### src/sv/lut3dcg_pkg.sv
// Package for the 3D color grading block.
// Holds grid, address and level constants; no dependencies.
package lut3dcg_pkg;

  localparam int unsigned GridBits  = 5;
  localparam int unsigned AddrW     = 3 * GridBits;
  localparam int unsigned ChanW     = 8;
  localparam int unsigned FracW     = 3;
  localparam int unsigned InDataW   = 80;
  localparam int unsigned OutDataW  = 24;
  localparam int unsigned FieldEntW = 12;

  localparam logic [GridBits-1:0] GridTop     = 5'd31;
  localparam logic [GridBits-1:0] GridTopCell = 5'd30;
  localparam logic [ChanW-1:0]    LevelMax    = 8'hFF;

  typedef enum logic {
    ACT_PIXEL = 1'b0,
    ACT_LOAD  = 1'b1
  } action_e;

endpackage

### src/sv/lut3dcg_lerp.sv
// One channel of diagonal interpolation: weight stage, then sum, shift and clamp.
// Depends on lut3dcg_pkg for fraction and level widths.
module lut3dcg_lerp #(
  parameter int unsigned ENTRY_BITS = 12
) (
  input  logic                           clk_i,
  input  logic                           en_i,
  input  logic [ENTRY_BITS-1:0]          start_i,
  input  logic [ENTRY_BITS-1:0]          end_i,
  input  logic [lut3dcg_pkg::FracW-1:0]  frac_i,
  output logic [lut3dcg_pkg::ChanW-1:0]  level_o
);
  import lut3dcg_pkg::*;

  localparam int unsigned WeightW = FracW + 1;
  localparam int unsigned ProdW   = ENTRY_BITS + WeightW;
  localparam int unsigned SumW    = ProdW + 1;
  localparam int unsigned ShiftW  = FracW + 4;
  localparam int unsigned TopBit  = ShiftW + ChanW;
  localparam int unsigned ExtW    = (SumW > TopBit) ? SumW : TopBit + 1;
  localparam logic [WeightW-1:0] CellSteps = WeightW'(2 ** FracW);

  logic [WeightW-1:0] w_start;
  logic [ProdW-1:0]   prod_s_d, prod_s_q;
  logic [ProdW-1:0]   prod_e_d, prod_e_q;
  logic [SumW-1:0]    sum;
  logic [ExtW-1:0]    sum_ext;
  logic [ChanW-1:0]   level_d, level_q;

  assign w_start  = CellSteps - {1'b0, frac_i};
  assign prod_s_d = ProdW'(w_start * start_i);
  assign prod_e_d = ProdW'({1'b0, frac_i} * end_i);

  assign sum     = {1'b0, prod_s_q} + {1'b0, prod_e_q};
  assign sum_ext = ExtW'(sum);
  assign level_d = (|sum_ext[ExtW-1:TopBit]) ? LevelMax : sum_ext[TopBit-1:ShiftW];

  always_ff @(posedge clk_i) begin
    if (en_i) begin
      prod_s_q <= prod_s_d;
      prod_e_q <= prod_e_d;
      level_q  <= level_d;
    end
  end

  assign level_o = level_q;

endmodule

### config.mk
export PLATFORM = sky130hd
export DESIGN_NAME = lut3dcg_lerp
export DESIGN_NICKNAME = d
export VERILOG_FILES = /design/src/sv/lut3dcg_pkg.sv /design/src/sv/lut3dcg_lerp.sv
export SDC_FILE = /design/constraint.sdc
export NUM_CORES = 1
export LEC_CHECK = 0
export BUFFER_PORTS_ARGS = -buffer_cell sky130_fd_sc_hd__buf_2
export CAP_MARGIN = 0
export CORE_MARGIN = 5
export CORE_UTILIZATION = 50
export CTS_BUF_LIST = sky130_fd_sc_hd__clkbuf_4
export CTS_CLUSTER_SIZE = 14
export DETAILED_ROUTE_END_ITERATION = 8
export PLACE_DENSITY = 0.74
export SYNTH_ARGS = -nofsm -noshare
export SYNTH_HDL_FRONTEND = slang
export SYNTH_SLANG_ARGS = --single-unit
### constraint.sdc
create_clock -name clk_i -period 14.2 [get_ports clk_i]
set_input_delay 2.84 -clock clk_i [delete_from_list [all_inputs] [get_ports clk_i]]
set_output_delay 2.84 -clock clk_i [all_outputs]
set_load 0.1 [all_outputs]
==> key figures, run 1 <==
Power
  – Static leakage: 2.23 nW
  – Peak VDD IR: 0.0000574 V
  – Pwr dens: 122 nW/um^2

Drt
  – Antenna Nets Post-Route: 0
  – Drt pass-1 iters: 4
  – Final WL: 8900 um
  – Wire length per cell: 14.2 um
  – DRC viols: 0
  – Vias post-DR: 3540
  – DR iter-0 viols: 142
  – Routed vias/inst: 5.65

Critical path
  – Critical path arrival: 7330 ps
  – Crit path capture type: flip-flop
  – Maximum fanout along the worst path: 26
  – Data required, critical path: 14420 ps
  – FF-to-FF path depth: 6
  – Critical Setup Path Class: primary input to flip-flop
  – Startpoint types: primary input

Timing
  – Final setup violation count: 0
  – Setup Skew: 13.5 ps
  – Final worst slack: 7090 ps
  – Final hold viol count: 0
  – Least-Margin Pin Slew: 1030 ps
  – Final min period: 7110 ps
  – Fmax: 0.141 GHz
  – Hold WS: 737 ps
  – Relative slew margins: 0.306
  – RSZ-0062 raised after global routing: false
  – Setup TNS: 0 ps
  – Fin crit share: 0.501
  – Slew Viols, Final: 0

Floorplanning
  – Core area: 8720 sq um
  – # IOs: 37
  – Initial Utilization: 0.511
  – Die H: 104 um
  – Die width: 104 um
  – Die area: 10900 sq um
  – FP Rows: 34

Clock tree
  – Clock Sinks: 39
  – Cts bufs inserted: 5
  – CTS clk-pin slew, worst paths: 130 ps
  – Clk buf depth: 2
  – CTS resizes: 0
  – H-Tree Depth: 2
  – CTS tree: built
  – Hold Buf Count CTS: 0
  – Post-CTS Setup Bufs: 0
  – Insertion delay to the later sink of the worst-skew pair: 340 ps
  – Root Buffer: clkbuf_4

Placed design
  – Post-DP HPWL: 7360 um
  – Routability-driven placement congestion ratio: 0.874
  – IO Port Bufs: 36
  – Inst Count DP: 619
  – Post-placement setup slack: 6800 ps

Synthesis
  – Asr flop ratio synth: 0
  – Primary FF master, synth: edfxtp_1
  – Largest area contributor in the synthesized netlist: edfxtp_1
  – Synth top area share: 0.263
  – Most frequent cell after synthesis: inv_1
  – Post-synth top cells: 59 x inv_1, 57 x nand2_1, 49 x ha_1
  – Post-synth EDFFs: 39
  – Post-synthesis cell type count: 57
  – Synth top area cells: edfxtp_1 26%, fa_1 14%, ha_1 14%
  – Mapped Cells: 489
  – Mapped Nets: 598
  – Mapped Avg Cell Area: 9.12 sq um
  – Register area share after synthesis: 0.263
  – Post-synthesis sequential element count: 39
  – Yosys Warn Count: 0
  – Mapped cell area: 4460 sq um

Cells and area
  – Ant. Diodes: 0
  – Filler cells: 767
  – Area Overhead vs Synth: 7.61%
  – Share of post-route cells with drive strength above 1: 0.102
  – # nets final: 627
  – Non-filler cells, final: 627

Global routing
  – Busiest grt layer: met2
  – Met1 Track Usage GR: 0.205
  – Pin count of the biggest net entering global routing: 40
  – GRT Util Overall: 0.169
  – Vias in the first global route: 3630
  – Initial antenna violation count: 0
  – GRT overflow: 0
  – M3 GR Usage: 0.0130
  – First-pass GRT wire length: 15700 um
  – GR Util met2: 0.310

Outcome
  – Run status: completed

Worst hold path
  – Hold Crit Depth: 4
  – Worst hold path class: flip-flop to flip-flop

Run
  – # Max-Cap Violations: 0
[final timing paths]
| path | from | to | slack, ps |
|---|---|---|---|
| max | frac_i[0] | prod_s_q[12] | 7090 |
| min | prod_s_q[15] | level_o[6] | 740 |
| max reg2reg | prod_s_q[2] | level_o[3] | 11940 |
| min reg2reg | prod_s_q[15] | level_o[6] | 740 |
[registers in the layout, indices dropped and copies added (netlist names)]
register / count
level_o: 8
prod_e_q: 15
prod_s_q: 16
[power breakdown]
group	leakage [nW]	switching (W)	total (W)	internal (W)
Combinational	1.82	0.000216	0.000342	0.000126
Sequential	0.373	0.00000864	0.000171	0.000162
Clock	0.0426	0.0000374	0.0000736	0.0000363
[kinds of logic after synthesis]
group,synth area share
AOI/OAI and AO/OA,0.171
xor gates and xnor gates,0.0314
adders and majority gates,0.277
buffers and inverters,0.0615
DFF,0.263
muxes,0.00477
and+or+nand+nor,0.192
[cell usage in the layout (no fill, tap or decap), types with 21 or more instances in the layout]
cell      instances
nor2_1           21
inv_1            59
edfxtp_1         39
o21ai_0          24
ha_1             49
fa_1             31
nand2_1          57
a21oi_1          24
and2_1           40
buf_2            36
[per-layer routing]
metal	part of all wire	up-vias	wire length, um
li1	-	1758	-
met1	0.43	1676	3780
met2	0.51	85	4530
met3	0.036	21	316
met4	0.029	0	260
met5	0	-	0
[stage by stage]
step,total power [W],utilization,area [sq um]
after floorplan,0.000440,-,4460
after global placement,0.000499,0.541,4720
after detailed placement,0.000511,0.541,4720
after CTS,0.000587,0.550,4800
after global routing,0.000639,0.550,4800
final,0.000586,0.550,4800
[worst max-delay path, cell delays in order]
cell and delay, ps:
buf_2 360, inv_1 90, ha_1 230, xnor2_1 620, nand2_1 180, fa_1 560, fa_1 560, inv_1 70
fa_1 480, a211oi_1 350, o21ai_0 170, a31o_2 290, or4_1 420, nand3_1 100
[layout make-up]
type                       count  area (sq um)  share of cell area
clock buffer                   5          37.5             0.00782
multi-input combinational    377          3010               0.628
sequential                    39          1170               0.244
tap                          108           135              0.0282
timing repair buffer          36           180              0.0376
inverter                      59           221              0.0462
clock inverter                 3          38.8             0.00809
Power figures use the tool's default switching activity.
==> inputs of run 2 (changes only) <==
==> constraint.sdc (replaced) <==
create_clock -name clk_i -period 7.04 [get_ports clk_i]
set_input_delay 1.408 -clock clk_i [delete_from_list [all_inputs] [get_ports clk_i]]
set_output_delay 1.408 -clock clk_i [all_outputs]
set_load 0.1 [all_outputs]
==> run 2 against run 1 <==
Compared with the run above:
- routed wire length is 0.44% lower
- sequential power increased by 100%
- cell count rose by 0.16%
- flip-flop and latch count did not move
- critical path type unchanged
- register-to-register slack worse by 7100 ps
- count of clock-buffer cells in the layout is the same
- global-route usage shrank 0.54 points
- die area unchanged
==> key figures, run 2 (same netlist as run 1, synthesis figures left out) <==
Global routing
  – GRT Util Overall: 0.164 (was 0.169)
  – GRT overflow: 0 (unchanged)
  – Pin count of the biggest net entering global routing: 40 (unchanged)
  – Initial antenna violation count: 0 (unchanged)
  – Vias in the first global route: 3551 (was 3630)
  – First-pass GRT wire length: 15100 um (was 15700 um)

Cells and area
  – Area Overhead vs Synth: 7.77% (was 7.61%)
  – Multi-input gate area: 3010 sq um (unchanged)
  – # nets final: 628 (was 627)
  – Register area: 1170 sq um (unchanged)
  – Number of flip-flops under the largest register name: 16 (unchanged)
  – Ant. Diodes: 0 (unchanged)
  – Commonest non-fill, non-tap cell in the layout: inv_1 (unchanged)
  – Share of post-route cells with drive strength above 1: 0.104 (was 0.102)
  – Most frequent cells in the layout: 59 x inv_1, 57 x nand2_1, 49 x ha_1 (unchanged)
  – Filler cells: 777 (was 767)
  – Largest Register: prod_s_q (unchanged)

Clock tree
  – CTS clk-pin slew, worst paths: 130 ps (about the same)
  – Clock Sinks: 39 (unchanged)
  – Post-CTS Setup Bufs: 0 (unchanged)
  – Hold Buf Count CTS: 0 (unchanged)
  – CTS tree: built (unchanged)
  – Clk buf depth: 2 (unchanged)
  – CTS resizes: 0 (unchanged)
  – Root Buffer: clkbuf_4 (unchanged)
  – H-Tree Depth: 2 (unchanged)
  – Cts bufs inserted: 5 (unchanged)
  – Insertion delay to the later sink of the worst-skew pair: 350 ps (was 340 ps)

Critical path
  – Critical path arrival: 5850 ps (was 7330 ps)
  – Critical path cell sequence: buf_2 > inv_1 > ha_1 > xnor2_1 > nand2_1 > fa_1 > fa_1 > inv_1 > fa_1 > a211oi_1 > o21ai_0 > a31o_2 > or4_1 > nand3_1 (unchanged)
  – WP depth: 14 (unchanged)
  – Most used cell along the critical path: fa_1 (unchanged)
  – Maximum fanout along the worst path: 26 (unchanged)
  – Startpoint types: primary input (unchanged)
  – Buf/Inv on CP: 3 (unchanged)
  – Critical Setup Path Class: primary input to flip-flop (unchanged)
  – Data required, critical path: 7250 ps (was 14420 ps)
  – FF-to-FF path depth: 6 (unchanged)
  – Reg2reg start: prod_s_q[4] (was prod_s_q[2])
  – Crit-path leading delay family: adder cells (unchanged)
  – Slowest cell delay on critical path: 650 ps (was 620 ps)
  – Worst setup path startpoint: frac_i[0] (unchanged)
  – Slowest CP cell: xnor2_1 (unchanged)
  – Crit path capture type: flip-flop (unchanged)

Drt
  – Final WL: 8860 um (was 8900 um)
  – Routed vias/inst: 5.63 (was 5.65)
  – DR iter-0 viols: 156 (was 142)
  – DRC viols: 0 (unchanged)
  – Antenna Nets Post-Route: 0 (unchanged)
  – Drt pass-1 iters: 4 (unchanged)
  – Vias post-DR: 3536 (was 3540)
  – Wire length per cell: 14.1 um (was 14.2 um)

Timing
  – Setup TNS: 0 ps (unchanged)
  – Slew Viols, Final: 0 (unchanged)
  – Relative slew margins: 0.432 (was 0.306)
  – Setup Skew: 20.5 ps (was 13.5 ps)
  – RSZ-0062 raised after global routing: false (unchanged)
  – Final min period: 5640 ps
  – Fmax: 0.177 GHz
  – Least-Margin Pin Slew: 853 ps (was 1030 ps)
  – Final hold viol count: 0 (unchanged)
  – Final setup violation count: 0 (unchanged)
  – Fin crit share: 0.801
  – Final worst slack: 1400 ps (was 7090 ps)

Worst hold path
  – Min-delay src: prod_s_q[15] (unchanged)
  – Hold Crit Depth: 4 (unchanged)
  – Worst hold path class: flip-flop to flip-flop (unchanged)

Floorplanning
  – Die H: 104 um (unchanged)
  – Initial Utilization: 0.511 (unchanged)
  – FP Rows: 34 (unchanged)
  – Die area: 10900 sq um (unchanged)
  – Die width: 104 um (unchanged)
  – # IOs: 37 (unchanged)
  – Core area: 8720 sq um (unchanged)

Placed design
  – IO Port Bufs: 36 (unchanged)
  – Post-DP HPWL: 7260 um (was 7360 um)
  – Routability-driven placement congestion ratio: 0.861 (was 0.874)
  – Post-placement setup slack: 1080 ps (was 6800 ps)

Outcome
  – Run status: completed (unchanged)

Power
  – Pwr dens: 246 nW/um^2 (was 122 nW/um^2)
  – Peak VDD IR: 0.000124 V (was 0.0000574 V)
  – Static leakage: 2.24 nW (was 2.23 nW)

Run
  – # Max-Cap Violations: 0 (unchanged)
## run 2: cell types whose count changed in the layout (fill, tap and decap cells not counted), sizes merged
cell / previous run / this run
buf: 36 / 37
## run 2: path summary, 6_finish.rpt
kind	endpoint	slack [ps]
min reg2reg	level_o[6]	730
max reg2reg	level_o[3]	4800
min	level_o[6]	730
max	prod_s_q[12]	1400
## run 2: power by group
| group | internal [W] | switching (W) | total (W) |
|---|---|---|---|
| registers | 0.000327 | 0.0000167 | 0.000344 |
| clock network | 0.0000731 | 0.0000747 | 0.000148 |
| logic | 0.000254 | 0.000436 | 0.000690 |
## run 2: layout make-up
cell class / instances / share of cell area
tap: 108 / 0.0281
clock buffer: 5 / 0.00781
inverter: 59 / 0.0461
multi-input combinational: 377 / 0.627
clock inverter: 3 / 0.00807
timing repair buffer: 37 / 0.0391
sequential: 39 / 0.244
## run 2: through the flow
stage	area, sq um	total power, W	util	hold slack, ps	std cells
finish	4800	0.00118	0.551	731	628
global route	4800	0.00128	0.551	781	628
detailed placement	4730	0.00103	0.542	721	620
CTS	4800	0.00118	0.551	736	628
global placement	4730	0.00101	0.542	711	620
floorplan	4460	0.000888	-	622	489
## run 2: worst min-delay path, delay by kind of cell (launching register included)
| kind | cells | cell delay (ps) |
|---|---|---|
| AOI/OAI and AO/OA | 3 | 230 |
| and+or+nand+nor | 1 | 60 |
| DFF | 1 | 360 |
## run 2: layer usage
layer,share of wire,global-route usage,vias up
met5,0,0,-
met4,0.027,0.0685,0
met3,0.037,0.0124,20
met2,0.51,0.302,77
met1,0.43,0.194,1685
li1,-,-,1754
==> inputs of run 3 (changes only) <==
==> constraint.sdc (replaced) <==
create_clock -name clk_i -period 5.8 [get_ports clk_i]
set_input_delay 1.16 -clock clk_i [delete_from_list [all_inputs] [get_ports clk_i]]
set_output_delay 1.16 -clock clk_i [all_outputs]
set_load 0.1 [all_outputs]
==> run 3 against run 2 <==
Compared with the run above:
- clock skew shrank 15 ps
- count of clock-buffer cells in the layout stayed put
- critical path depth increased by 1
- via count decreased by 1.5%
- cell count is 0.32% higher
- combinational power rose by 21%
- die area is the same
- register-to-register slack worse by 1300 ps
- critical path type unchanged
- largest cell class unchanged
==> key figures, run 3 (same netlist as run 1, synthesis figures left out) <==
Power
  – Pwr dens: 289 nW/um^2 (was 246 nW/um^2)
  – Sequential power share: 0.300 (was 0.291)
  – Peak VDD IR: 0.000122 V (was 0.000124 V)
  – Internal power: 0.000753 W (was 0.000654 W)
  – P_sw: 0.000635 W (was 0.000527 W)
  – Static leakage: 2.23 nW (was 2.24 nW)
  – Sw Ratio: 0.458 (was 0.446)
  – Logic pwr share: 0.599 (was 0.584)
  – Final Power: 0.00139 W (was 0.00118 W)
  – Clock network power share: 0.101 (was 0.125)

Floorplanning
  – # IOs: 37 (unchanged)
  – Die area: 10900 sq um (unchanged)
  – Die width: 104 um (unchanged)
  – Initial Utilization: 0.511 (unchanged)
  – Core area: 8720 sq um (unchanged)
  – Die H: 104 um (unchanged)
  – FP Rows: 34 (unchanged)

Critical path
  – Critical Setup Path Class: primary input to flip-flop (unchanged)
  – Critical path arrival: 5090 ps (was 5850 ps)
  – Startpoint types: primary input (unchanged)
  – Data required, critical path: 6020 ps (was 7250 ps)
  – Maximum fanout along the worst path: 26 (unchanged)
  – Crit path capture type: flip-flop (unchanged)

Timing
  – Final setup violation count: 0 (unchanged)
  – Fmax: 0.205 GHz
  – Setup Skew: 5.46 ps (was 20.5 ps)
  – Hold WS: 753 ps (was 731 ps)
  – RSZ-0062 raised after global routing: false (unchanged)
  – Final hold viol count: 0 (unchanged)
  – Slew Viols, Final: 0 (unchanged)
  – Setup TNS: 0 ps (unchanged)
  – Fin crit share: 0.840
  – Final worst slack: 926 ps (was 1400 ps)
  – Final min period: 4870 ps
  – Least-Margin Pin Slew: 821 ps (was 853 ps)
  – Relative slew margins: 0.452 (was 0.432)

Clock tree
  – CTS resizes: 0 (unchanged)
  – Clock Sinks: 39 (unchanged)
  – CTS tree: built (unchanged)
  – H-Tree Depth: 2 (unchanged)
  – Insertion delay to the later sink of the worst-skew pair: 340 ps (was 350 ps)
  – Hold Buf Count CTS: 0 (unchanged)
  – CTS clk-pin slew, worst paths: 120 ps (was 130 ps)
  – Cts bufs inserted: 5 (unchanged)
  – Post-CTS Setup Bufs: 0 (unchanged)
  – Clk buf depth: 2 (unchanged)
  – Root Buffer: clkbuf_4 (unchanged)

Run
  – # Max-Cap Violations: 0 (unchanged)

Global routing
  – GRT overflow: 0 (unchanged)
  – First-pass GRT wire length: 15200 um (was 15100 um)
  – GRT Util Overall: 0.164 (about the same)
  – Pin count of the biggest net entering global routing: 40 (unchanged)
  – Initial antenna violation count: 0 (unchanged)
  – Vias in the first global route: 3519 (was 3551)

Cells and area
  – Share of post-route cells with drive strength above 1: 0.107 (was 0.104)
  – Most frequent cells in the layout: 59 x inv_1, 57 x nand2_1, 49 x ha_1 (unchanged)
  – Finished Cell Area: 4800 sq um (about the same)
  – Register area: 1170 sq um (unchanged)
  – Number of flip-flops under the largest register name: 16 (unchanged)
  – # nets final: 629 (was 628)
  – Multi-input gate area: 3010 sq um (unchanged)
  – Filler cells: 769 (was 777)
  – Area Overhead vs Synth: 7.58% (was 7.77%)
  – Commonest non-fill, non-tap cell in the layout: inv_1 (unchanged)
  – Largest Register: prod_s_q (unchanged)

Drt
  – DR iter-0 viols: 92 (was 156)
  – Antenna Nets Post-Route: 0 (unchanged)
  – Vias post-DR: 3483 (was 3536)
  – Drt pass-1 iters: 4 (unchanged)
  – DRC viols: 0 (unchanged)
  – Routed vias/inst: 5.53 (was 5.63)
  – Final WL: 8640 um (was 8860 um)
  – Wire length per cell: 13.7 um (was 14.1 um)

Outcome
  – Run status: completed (unchanged)

Placed design
  – Routability-driven placement congestion ratio: 0.816 (was 0.861)
  – IO Port Bufs: 36 (unchanged)
  – Post-placement setup slack: 578 ps (was 1080 ps)
  – Post-DP HPWL: 7200 um (was 7260 um)
  – DP Area: 4740 sq um (was 4730 sq um)

Worst hold path
  – Worst hold path class: flip-flop to flip-flop (unchanged)
run 3: cell types whose count changed in the layout (fill, tap and decap cells not counted), sizes merged:
cell,delta
diode,+1
buf,+1
bufinv,-1
clkinv,-1
clkinvlp,+2
run 3: worst paths after layout:
check	start	endpoint	slack, ps	cells after the start
min reg2reg	prod_s_q[15]	level_o[6]	750	4
max reg2reg	prod_s_q[4]	level_o[3]	3530	6
min	prod_s_q[15]	level_o[6]	750	4
max	frac_i[0]	prod_s_q[12]	930	15
run 3: layout make-up:
type / instances / area share
diodes: 1 / 0.000522
clock buffers: 5 / 0.00783
clock inverters: 3 / 0.00417
inverters: 59 / 0.0462
multi-input cells: 377 / 0.628
flip-flops and latches: 39 / 0.244
well taps: 108 / 0.0282
repair buffers: 38 / 0.0407
run 3: metrics by stage:
step | utilization | std cells
after floorplan | - | 489
after global placement | 0.543 | 621
after detailed placement | 0.543 | 621
after CTS | 0.550 | 629
after global routing | 0.550 | 629
final | 0.550 | 630
run 3: layer usage:
layer  vias to the layer above  GRT usage  wire (um)
met1                      1629      0.202       3790
met2                        77      0.292       4350
met5                         -          0          0
met3                        13     0.0211        313
met4                         0     0.0555        182
li1                       1764          -          -
run 3: power by group through the flow:
stage	clock (W)	sequential, W	combinational, W
floorplan	0	0.000510	0.000568
CTS	0.000145	0.000417	0.000829
global placement	0	0.000422	0.000800
global route	0.000156	0.000423	0.000934
finish	0.000140	0.000416	0.000832
detailed placement	0	0.000423	0.000824
run 3: critical path, stage by stage:
cell	delay, ps
buf_2	360
inv_1	90
ha_1	220
xnor2_1	140
buf_4	190
nand2_1	80
fa_1	480
fa_1	550
inv_1	70
fa_1	470
a211oi_1	350
o21ai_0	150
a31o_2	280
or4_1	400
nand3_1	90
